File: config.mk
export PLATFORM = sky130hd
export DESIGN_NAME = cascade_origin_cache
export DESIGN_NICKNAME = d
export VERILOG_FILES = /design/src/rtl/coc_pkg.sv /design/src/rtl/coc_table.sv /design/src/rtl/coc_dist.sv /design/src/rtl/cascade_origin_cache.sv
export SDC_FILE = /design/constraint.sdc
export NUM_CORES = 2
export LEC_CHECK = 0
export ABC_AREA = 1
export BUFFER_PORTS_ARGS = -buffer_cell sky130_fd_sc_hd__clkbuf_2
export CAP_MARGIN = 20
export CORE_UTILIZATION = 51
export CTS_BUF_LIST = sky130_fd_sc_hd__clkbuf_8
export DETAILED_ROUTE_END_ITERATION = 16
export PLACE_DENSITY_LB_ADDON = 0.1
export SLEW_MARGIN = 10
export SYNTH_ARGS = -nofsm -noshare
export SYNTH_HDL_FRONTEND = slang
export SYNTH_SLANG_ARGS = --single-unit
File: constraint.sdc
create_clock -name clock -period 14.7 [get_ports clock]
set_clock_uncertainty 0.15 [all_clocks]
set_input_delay 0.735 -clock clock [delete_from_list [all_inputs] [get_ports clock]]
set_output_delay 0.735 -clock clock [all_outputs]
set_load 0.005 [all_outputs]
File: src/rtl/coc_pkg.sv
// Shared types and constants of the cascade origin cache.
package coc_pkg;

   // Fraction bits of the signed Q16.16 coordinates
   localparam int FracBits = 16;

   // 0.05 as a Q0.16 factor on the cached extent
   localparam logic [12:0] ExtentScale = 13'd3277;

   // 1e-4 expressed in Q16.16 LSBs
   localparam logic [47:0] ThrBias = 48'd7;

   // One table entry: origin and extent of a cascade
   typedef struct packed {
      logic [31:0] x;
      logic [31:0] y;
      logic [31:0] z;
      logic [31:0] e;
   } entry_type;

   // Status of the distance checker toward the sequencer
   typedef struct packed {
      logic done;
      logic hit;
   } dist_status_type;

endpackage

File: src/rtl/coc_table.sv
// Entry memory of the cascade origin cache: one write port, one registered read port.
module coc_table #(
   parameter int DEPTH  = 4,
   parameter int ADDR_W = 2
) (
   input  logic                   clock,
   input  logic                   wr_en,
   input  logic [ADDR_W-1:0]      wr_addr,
   input  coc_pkg::entry_type     wr_data,
   input  logic [ADDR_W-1:0]      rd_addr,
   output coc_pkg::entry_type     rd_data
);

   coc_pkg::entry_type entry_mem [DEPTH];
   coc_pkg::entry_type rd_data_ff;

   // Write on request, read every cycle into a register
   always_ff @(posedge clock) begin
      if (wr_en) begin
         entry_mem[wr_addr] <= wr_data;
      end
      rd_data_ff <= entry_mem[rd_addr];
   end

   assign rd_data = rd_data_ff;

endmodule

File: src/rtl/coc_dist.sv
// Hit test of one cascade entry over a shared 32x32 multiplier.
module coc_dist (
   input  logic                      clock,
   input  logic                      reset,
   input  logic                      start,
   input  coc_pkg::entry_type        cached,
   input  coc_pkg::entry_type        fresh,
   output coc_pkg::dist_status_type  status
);

   typedef enum logic [7:0] {
      D_IDLE = 8'b0000_0001,
      D_PROD = 8'b0000_0010,
      D_THR  = 8'b0000_0100,
      D_TT   = 8'b0000_1000,
      D_SX   = 8'b0001_0000,
      D_SY   = 8'b0010_0000,
      D_SZ   = 8'b0100_0000,
      D_SUM  = 8'b1000_0000
   } dist_state_type;

   dist_state_type     state_ff, state_in;
   logic signed [31:0] ce_ff, ce_in;
   logic [32:0]        de_ff, de_in;
   logic [32:0]        dx_ff, dx_in;
   logic [32:0]        dy_ff, dy_in;
   logic [32:0]        dz_ff, dz_in;
   logic signed [63:0] prod_ff, prod_in;
   logic [26:0]        t_ff, t_in;
   logic [55:0]        lim_ff, lim_in;
   logic [55:0]        acc_ff, acc_in;
   logic               done_ff, done_in;
   logic               hit_ff, hit_in;

   logic signed [31:0] mul_a;
   logic signed [31:0] mul_b;
   logic signed [63:0] mul_p;
   logic signed [47:0] thr;
   logic [47:0]        thr_u;
   logic               thr_fail;
   logic [55:0]        sum;

   // Exact magnitude of the difference of two signed words
   function automatic logic [32:0] mag_diff(input logic [31:0] a, input logic [31:0] b);
      logic signed [32:0] d;
      d = $signed({a[31], a}) - $signed({b[31], b});
      return d[32] ? 33'(-d) : 33'(d);
   endfunction

   // Select the operands of the shared multiplier
   always_comb begin
      mul_a = '0;
      mul_b = '0;
      unique case (state_ff)
         D_PROD: begin
            mul_a = ce_ff;
            mul_b = $signed({19'd0, coc_pkg::ExtentScale});
         end
         D_TT: begin
            mul_a = $signed({5'd0, t_ff});
            mul_b = $signed({5'd0, t_ff});
         end
         D_SX: begin
            mul_a = $signed({5'd0, dx_ff[26:0]});
            mul_b = $signed({5'd0, dx_ff[26:0]});
         end
         D_SY: begin
            mul_a = $signed({5'd0, dy_ff[26:0]});
            mul_b = $signed({5'd0, dy_ff[26:0]});
         end
         D_SZ: begin
            mul_a = $signed({5'd0, dz_ff[26:0]});
            mul_b = $signed({5'd0, dz_ff[26:0]});
         end
         default: begin
            mul_a = '0;
            mul_b = '0;
         end
      endcase
   end

   assign mul_p = mul_a * mul_b;

   // Threshold: floor of the scaled extent plus the bias
   assign thr      = 48'(prod_ff >>> coc_pkg::FracBits) + $signed(coc_pkg::ThrBias);
   assign thr_u    = thr;
   assign thr_fail = thr[47] || ({15'd0, de_ff} > thr_u) || ({15'd0, dx_ff} > thr_u)
                     || ({15'd0, dy_ff} > thr_u) || ({15'd0, dz_ff} > thr_u);
   assign sum      = acc_ff + prod_ff[55:0];

   // Sequence the threshold, the squares and the final compare
   always_comb begin
      state_in = state_ff;
      ce_in    = ce_ff;
      de_in    = de_ff;
      dx_in    = dx_ff;
      dy_in    = dy_ff;
      dz_in    = dz_ff;
      prod_in  = prod_ff;
      t_in     = t_ff;
      lim_in   = lim_ff;
      acc_in   = acc_ff;
      done_in  = 1'b0;
      hit_in   = hit_ff;
      unique case (state_ff)
         D_IDLE: begin
            if (start) begin
               ce_in    = $signed(cached.e);
               de_in    = mag_diff(fresh.e, cached.e);
               dx_in    = mag_diff(fresh.x, cached.x);
               dy_in    = mag_diff(fresh.y, cached.y);
               dz_in    = mag_diff(fresh.z, cached.z);
               state_in = D_PROD;
            end
         end
         D_PROD: begin
            prod_in  = mul_p;
            state_in = D_THR;
         end
         D_THR: begin
            if (thr_fail) begin
               done_in  = 1'b1;
               hit_in   = 1'b0;
               state_in = D_IDLE;
            end else begin
               t_in     = thr_u[26:0];
               state_in = D_TT;
            end
         end
         D_TT: begin
            prod_in  = mul_p;
            state_in = D_SX;
         end
         D_SX: begin
            lim_in   = prod_ff[55:0];
            prod_in  = mul_p;
            state_in = D_SY;
         end
         D_SY: begin
            acc_in   = prod_ff[55:0];
            prod_in  = mul_p;
            state_in = D_SZ;
         end
         D_SZ: begin
            acc_in   = sum;
            prod_in  = mul_p;
            state_in = D_SUM;
         end
         D_SUM: begin
            done_in  = 1'b1;
            hit_in   = (sum <= lim_ff);
            state_in = D_IDLE;
         end
         default: begin
            state_in = D_IDLE;
         end
      endcase
   end

   // Control registers
   always_ff @(posedge clock) begin
      if (reset) begin
         state_ff <= D_IDLE;
         done_ff  <= 1'b0;
      end else begin
         state_ff <= state_in;
         done_ff  <= done_in;
      end
   end

   // Datapath registers
   always_ff @(posedge clock) begin
      ce_ff   <= ce_in;
      de_ff   <= de_in;
      dx_ff   <= dx_in;
      dy_ff   <= dy_in;
      dz_ff   <= dz_in;
      prod_ff <= prod_in;
      t_ff    <= t_in;
      lim_ff  <= lim_in;
      acc_ff  <= acc_in;
      hit_ff  <= hit_in;
   end

   assign status.done = done_ff;
   assign status.hit  = hit_ff;

endmodule

File: src/rtl/cascade_origin_cache.sv
// Top level of the cascade origin cache: sequencer, counters, valid bits and result register.
//
//   port group   direction  handshake            contents
//   req_*        in         req_valid/req_stall  kind, cascade index, origin, extent
//   rsp_*        out        rsp_valid/rsp_stall  rerender, frame and counters, valid entries
//   csr_*        in         csr_write_en         active cascade count (3 bits)
//
// One item at a time. A clear, an out-of-range update or an update of an empty
// entry goes from the read state straight to the result state; an update that runs
// the distance test waits in the check state, ending early if the threshold fails,
// while the shared multiplier forms the threshold and then the four squares one per cycle.
// Reset is synchronous and leaves all entries invalid; no clearing pass is needed.
// A stalled result holds in the output register; the next item waits only if the
// register is still full when its own result is ready.
module cascade_origin_cache #(
   parameter int CASCADES = 4
) (
   input  logic        clock,
   input  logic        reset,
   input  logic        req_valid,
   output logic        req_stall,
   input  logic        req_kind,
   input  logic [7:0]  req_cascade_index,
   input  logic [31:0] req_origin_x,
   input  logic [31:0] req_origin_y,
   input  logic [31:0] req_origin_z,
   input  logic [31:0] req_extent,
   output logic        rsp_valid,
   input  logic        rsp_stall,
   output logic        rsp_rerender,
   output logic [31:0] rsp_frame_count,
   output logic [31:0] rsp_last_rendered_frame,
   output logic [31:0] rsp_hit_count,
   output logic [31:0] rsp_miss_count,
   output logic [31:0] rsp_rendered_count,
   output logic [2:0]  rsp_valid_entries,
   input  logic        csr_write_en,
   input  logic [2:0]  csr_write_data
);

   localparam int IW = (CASCADES > 1) ? $clog2(CASCADES) : 1;

   typedef enum logic [3:0] {
      S_IDLE   = 4'b0001,
      S_READ   = 4'b0010,
      S_CHECK  = 4'b0100,
      S_RESULT = 4'b1000
   } seq_state_type;

   seq_state_type      state_ff, state_in;
   logic [2:0]         active_ff, active_in;
   logic [CASCADES-1:0] valid_ff, valid_in;
   logic [31:0]        frame_ff, frame_in;
   logic [31:0]        hits_ff, hits_in;
   logic [31:0]        misses_ff, misses_in;
   logic [31:0]        renders_ff, renders_in;
   logic               kind_ff, kind_in;
   logic [7:0]         idx_ff, idx_in;
   coc_pkg::entry_type fresh_ff, fresh_in;
   logic               miss_ff, miss_in;
   logic               rsp_valid_ff, rsp_valid_in;
   logic               rer_ff, rer_in;
   logic [31:0]        out_frame_ff, out_frame_in;
   logic [31:0]        lrf_ff, lrf_in;
   logic [31:0]        out_hits_ff, out_hits_in;
   logic [31:0]        out_misses_ff, out_misses_in;
   logic [31:0]        out_renders_ff, out_renders_in;
   logic [2:0]         out_valid_ff, out_valid_in;

   logic                    accept;
   logic                    slot_free;
   logic                    commit;
   logic [2:0]              in_use;
   logic                    in_range;
   logic                    dist_start;
   logic                    wr_en;
   logic [2:0]              valid_cnt;
   coc_pkg::entry_type      cached;
   coc_pkg::dist_status_type dist_status;

   assign req_stall = (state_ff != S_IDLE);
   assign accept    = req_valid && !req_stall;
   assign slot_free = !rsp_valid_ff || !rsp_stall;
   assign commit    = (state_ff == S_RESULT) && slot_free;
   assign wr_en     = commit && !kind_ff && in_range && miss_ff;

   // Clamp the active count to 1..CASCADES
   always_comb begin
      if (active_ff == 3'd0) begin
         in_use = 3'd1;
      end else if (int'(active_ff) > CASCADES) begin
         in_use = 3'(CASCADES);
      end else begin
         in_use = active_ff;
      end
   end

   assign in_range = ({5'd0, in_use} > idx_ff);

   coc_table #(
      .DEPTH  (CASCADES),
      .ADDR_W (IW)
   ) u_table (
      .clock   (clock),
      .wr_en   (wr_en),
      .wr_addr (idx_ff[IW-1:0]),
      .wr_data (fresh_ff),
      .rd_addr (req_cascade_index[IW-1:0]),
      .rd_data (cached)
   );

   coc_dist u_dist (
      .clock  (clock),
      .reset  (reset),
      .start  (dist_start),
      .cached (cached),
      .fresh  (fresh_ff),
      .status (dist_status)
   );

   // Count valid entries among the active cascades after this item
   always_comb begin
      valid_cnt = 3'd0;
      for (int i = 0; i < CASCADES; i++) begin
         if (valid_in[i] && (i < int'(in_use))) begin
            valid_cnt = valid_cnt + 3'd1;
         end
      end
   end

   // Sequencer, statistics and result register
   always_comb begin
      state_in       = state_ff;
      active_in      = csr_write_en ? csr_write_data : active_ff;
      valid_in       = valid_ff;
      frame_in       = frame_ff;
      hits_in        = hits_ff;
      misses_in      = misses_ff;
      renders_in     = renders_ff;
      kind_in        = kind_ff;
      idx_in         = idx_ff;
      fresh_in       = fresh_ff;
      miss_in        = miss_ff;
      dist_start     = 1'b0;
      rsp_valid_in   = rsp_valid_ff && rsp_stall;
      rer_in         = rer_ff;
      out_frame_in   = out_frame_ff;
      lrf_in         = lrf_ff;
      out_hits_in    = out_hits_ff;
      out_misses_in  = out_misses_ff;
      out_renders_in = out_renders_ff;
      out_valid_in   = out_valid_ff;

      unique case (state_ff)
         S_IDLE: begin
            if (accept) begin
               kind_in    = req_kind;
               idx_in     = req_cascade_index;
               fresh_in.x = req_origin_x;
               fresh_in.y = req_origin_y;
               fresh_in.z = req_origin_z;
               fresh_in.e = req_extent;
               state_in   = S_READ;
            end
         end
         S_READ: begin
            // Entry data is now out of the memory; decide the short cases
            miss_in  = 1'b1;
            state_in = S_RESULT;
            if (kind_ff) begin
               miss_in = 1'b0;
            end else if (in_range) begin
               if (valid_ff[idx_ff[IW-1:0]]) begin
                  dist_start = 1'b1;
                  state_in   = S_CHECK;
               end
            end
         end
         S_CHECK: begin
            if (dist_status.done) begin
               miss_in  = !dist_status.hit;
               state_in = S_RESULT;
            end
         end
         S_RESULT: begin
            if (slot_free) begin
               if (kind_ff) begin
                  hits_in    = '0;
                  misses_in  = '0;
                  renders_in = '0;
               end else begin
                  frame_in = frame_ff + 32'd1;
                  if (miss_ff) begin
                     misses_in  = misses_ff + 32'd1;
                     renders_in = renders_ff + 32'd1;
                  end else begin
                     hits_in = hits_ff + 32'd1;
                  end
                  if (in_range && miss_ff) begin
                     valid_in[idx_ff[IW-1:0]] = 1'b1;
                  end
               end
               rsp_valid_in   = 1'b1;
               rer_in         = !kind_ff && miss_ff;
               out_frame_in   = frame_in;
               lrf_in         = (!kind_ff && in_range) ? frame_in : 32'd0;
               out_hits_in    = hits_in;
               out_misses_in  = misses_in;
               out_renders_in = renders_in;
               out_valid_in   = valid_cnt;
               state_in       = S_IDLE;
            end
         end
         default: begin
            state_in = S_IDLE;
         end
      endcase
   end

   // Control state and statistics
   always_ff @(posedge clock) begin
      if (reset) begin
         state_ff     <= S_IDLE;
         active_ff    <= 3'd4;
         valid_ff     <= '0;
         frame_ff     <= '0;
         hits_ff      <= '0;
         misses_ff    <= '0;
         renders_ff   <= '0;
         rsp_valid_ff <= 1'b0;
      end else begin
         state_ff     <= state_in;
         active_ff    <= active_in;
         valid_ff     <= valid_in;
         frame_ff     <= frame_in;
         hits_ff      <= hits_in;
         misses_ff    <= misses_in;
         renders_ff   <= renders_in;
         rsp_valid_ff <= rsp_valid_in;
      end
   end

   // Item and result payload
   always_ff @(posedge clock) begin
      kind_ff        <= kind_in;
      idx_ff         <= idx_in;
      fresh_ff       <= fresh_in;
      miss_ff        <= miss_in;
      rer_ff         <= rer_in;
      out_frame_ff   <= out_frame_in;
      lrf_ff         <= lrf_in;
      out_hits_ff    <= out_hits_in;
      out_misses_ff  <= out_misses_in;
      out_renders_ff <= out_renders_in;
      out_valid_ff   <= out_valid_in;
   end

   assign rsp_valid               = rsp_valid_ff;
   assign rsp_rerender            = rer_ff;
   assign rsp_frame_count         = out_frame_ff;
   assign rsp_last_rendered_frame = lrf_ff;
   assign rsp_hit_count           = out_hits_ff;
   assign rsp_miss_count          = out_misses_ff;
   assign rsp_rendered_count      = out_renders_ff;
   assign rsp_valid_entries       = out_valid_ff;

   // An accepted item always goes to the entry read first
   a_accept_read: assert property (@(posedge clock) disable iff (reset)
      accept |=> state_ff == S_READ)
      else $error("accepted item did not enter the read state");

   // The checker reports only while the sequencer waits for it
   a_done_in_check: assert property (@(posedge clock) disable iff (reset)
      dist_status.done |-> state_ff == S_CHECK)
      else $error("distance result outside the check state");

   // An update advances the frame counter by one
   a_frame_step: assert property (@(posedge clock) disable iff (reset)
      commit && !kind_ff |=> frame_ff == $past(frame_ff) + 32'd1)
      else $error("frame counter did not advance");

   // A nonzero stored frame is the current frame
   a_lrf_frame: assert property (@(posedge clock) disable iff (reset)
      rsp_valid_ff && (lrf_ff != 32'd0) |-> lrf_ff == out_frame_ff)
      else $error("last rendered frame differs from frame count");

   // A stored miss marks its entry valid
   a_valid_set: assert property (@(posedge clock) disable iff (reset)
      wr_en |=> valid_ff[$past(idx_ff[IW-1:0])])
      else $error("written entry not marked valid");

endmodule

==> results.cfg <==
[status]
status = complete, no violations

[timing]
tightest_slew_ps = 1162
fmax_mhz = 94.03
grt_setup_unrepaired = false
setup_violations = 0
drv_slew = 0
fin_crit_sh = 0.7234
setup_slack_ps = 4065
relSlewSlack = 0.2242
fin_setup_tns_ps = 0
hold_violations = 0
period_minus_slack_ps = 10630

[synthesis]
synth.area.top_cells = edfxtp_1 33%, fa_1 17%, inv_1 8.6%, nand2_1 7.1%, ha_1 6.6%
yosysTopAreaCellShare = 0.3339
synthesis.instances = 11810
ys_ff_latch = 1455
synth_edf_count = 1178
synth_seq_area_share = 0.3863
netlist_area_um2 = 105900
async_flop_share = 0
yosysUniqueCellTypes = 67
synth_warnings = 0
synth_top_area_cell = edfxtp_1
synth_flop_cell = edfxtp_1
syn_area_per_cell_um2 = 8.968

[clock_tree]
cts_max_path_buffers = 3
clkTransAtPathRegs_ps = 60
cts_tree = yes
cts_buffers = 236
htree_levels = 4
clkLatencyLatePin_ps = 1000
cts-root-buf = clkbuf_8
ctsResizeCount = 0
clock_sinks = 1455

[setup_path]
reg2reg_depth = 36
end_kind = flop
cp.required_ps = 15260
worst-path-max-fanout = 37
critPathArrivalTime_ps = 11200
cpMaxStageDelayCell = nor2_2
max_stage_delay_ps = 610
critPathKind = flop to flop
startpoint_type = flop
cpMostUsedCell = inv_1

[worst_hold_path]
hold_class = input pin to flop
whs_path_depth = 3

[drt]
drtIter0Drc = 6649
antenna_left = 0
vias = 81990
drc = 0
drt_wl_total_mm = 318.5
wire_per_inst_um = 20.73
routed_via_density = 5.338
first_pass_iters = 6

[grt]
grt_max_degree = 143
grt_pass1_vias = 82700
antenna_found_initial = 4
grt_overflow_total = 0
grt_pass1_wl_mm = 486.0
grtUsageTotal = 0.3045

[placement]
port_buffers = 310
pre_cts_slack_ps = 4405
hpwl_mm = 244.9
place_area_um2 = 111000
place_inst = 14760
gp_congestion = 0.9673

[layout]
fin_area_um2 = 117600
area_delta_synth_final_pct = 10.98
final_common_cell = inv_1
finalNonFillerCells = 15360
nets = 14060
layout_common_cells = 2507 x inv_1, 1995 x nand2_1, 1323 x nor2_1, 1178 x edfxtp_1, 898 x fa_1
drive_gt1_frac = 0.07939

[floorplan]
start_util = 0.5157
die_y_um = 457.7
die_x_um = 457.7
dieArea_um2 = 209500
top_level_ports = 311
core_um2 = 205400
fp-row-count = 166

[power]
p_leak_nw = 53.99
ir_drop_uv = 474.7
p_per_area_nw_per_um2 = 143.4
finalPower_mw = 16.86

[flow_run]
maxCapViolCount = 0
==> routing by layer <==
metal | up-vias | track usage | routed length, µm
met4 | 2 | 0.09112 | 9593
met5 | - | 0 | 17
met3 | 522 | 0.05199 | 22140
met2 | 2592 | 0.4966 | 148700
met1 | 39930 | 0.4158 | 138000
li1 | 38940 | - | -
==> synthesized netlist by cell type, drive strengths merged (2+ instances only) <==
| cell type | n |
|---|---|
| o211ai | 15 |
| a211oi | 13 |
| conb | 2 |
| a21oi | 545 |
| nand3 | 401 |
| o221ai | 3 |
| a21o | 27 |
| a31o | 3 |
| o21bai | 26 |
| a21boi | 13 |
| nor3 | 166 |
| a22o | 46 |
| nand4 | 145 |
| and2 | 13 |
| o21a | 29 |
| o311ai | 2 |
| buf | 100 |
| o31ai | 5 |
| nor3b | 5 |
| a221oi | 12 |
| o21ai | 654 |
| inv | 2457 |
| nor2 | 1393 |
| xnor2 | 89 |
| clkbuf | 174 |
| xor2 | 230 |
| or2 | 29 |
| dfxtp | 277 |
| nor4 | 54 |
| fa | 898 |
| and3 | 14 |
| a31oi | 37 |
| edfxtp | 1178 |
| o22ai | 131 |
| clkinv | 3 |
| a2111oi | 2 |
| ha | 558 |
| nand2 | 2038 |
| nand3b | 18 |
==> layout make-up <==
| type | count | area [µm²] |
|---|---|---|
| fillers | 18460 | 87860 |
| multi-input cells | 7745 | 55160 |
| flip-flops and latches | 1455 | 40920 |
| inverters | 2460 | 9248 |
| repair buffers | 562 | 3856 |
| clock buffers | 272 | 3744 |
| well taps | 2688 | 3363 |
| clock inverters | 177 | 1265 |
| diodes | 2 | 5.005 |
==> critical path, delay by kind of cell (launching register included) <==
kind | cells | cell delay (ps)
AOI/OAI and AO/OA | 8 | 2130
buffers and inverters | 11 | 2060
xor gates and xnor gates | 1 | 90
DFF | 1 | 370
adders and majority gates | 8 | 3950
and+or+nand+nor | 8 | 1540
==> per-stage QoR <==
step | util | hold slack [ps]
2_1_floorplan | - | 258.2
3_3_place_gp | 0.5404 | 267.7
3_5_place_dp | 0.5405 | 269.5
4_1_cts | 0.5719 | 59.12
5_1_grt | 0.5723 | 113.4
6_report | 0.5723 | 154.9
==> registers in the layout, indices dropped and copies added, names as in the netlist, 33 cells and up <==
register and flops:
u_dist.dx_ff 33, u_table.entry_mem 512, u_dist.lim_ff 56, u_dist.dz_ff 33, fresh_ff 128, u_dist.prod_ff 60
u_dist.dy_ff 33, u_dist.de_ff 33, u_table.rd_data 128, u_dist.acc_ff 56
==> power by group <==
part | internal (mW) | switching [mW] | total, mW
Combinational | 2.86 | 5.32 | 8.18
Sequential | 4.93 | 0.0880 | 5.02
Clock | 1.96 | 1.70 | 3.66
Total | 9.75 | 7.11 | 16.9
==> path summary, 6_finish.rpt <==
path	from	end	slack [ps]
setup reg to reg	u_dist.state_ff[2]	u_dist.prod_ff[47]	4070
hold reg to reg	u_table.rd_data[21]	u_dist.ce_ff[21]	280
setup / recovery	u_dist.state_ff[2]	u_dist.prod_ff[47]	4070
hold / removal	req_cascade_index[1]	u_table.rd_data[127]	150
==> logic make-up (layout without fill, tap and decap cells) <==
| logic type | count (synthesis) | after routing | synth area share |
|---|---|---|---|
| simple gates | 4276 | 4276 | 0.1697 |
| buf+inv | 2734 | 3471 | 0.09823 |
| compound gates | 1569 | 1569 | 0.08316 |
| fa+ha+maj | 1456 | 1456 | 0.2356 |
| flops | 1455 | 1455 | 0.3863 |
| xor+xnor | 319 | 319 | 0.02694 |
| other cells | 2 | 127 | 0.00007090 |
==> timing repair <==
action,4_1_cts,5_1_grt
hold endpoints to repair,153,0
setup endpoints to repair,0,0
buffers inserted,0,0
hold buffers,145,0
No activity file was read; power rests on OpenSTA's default activity.
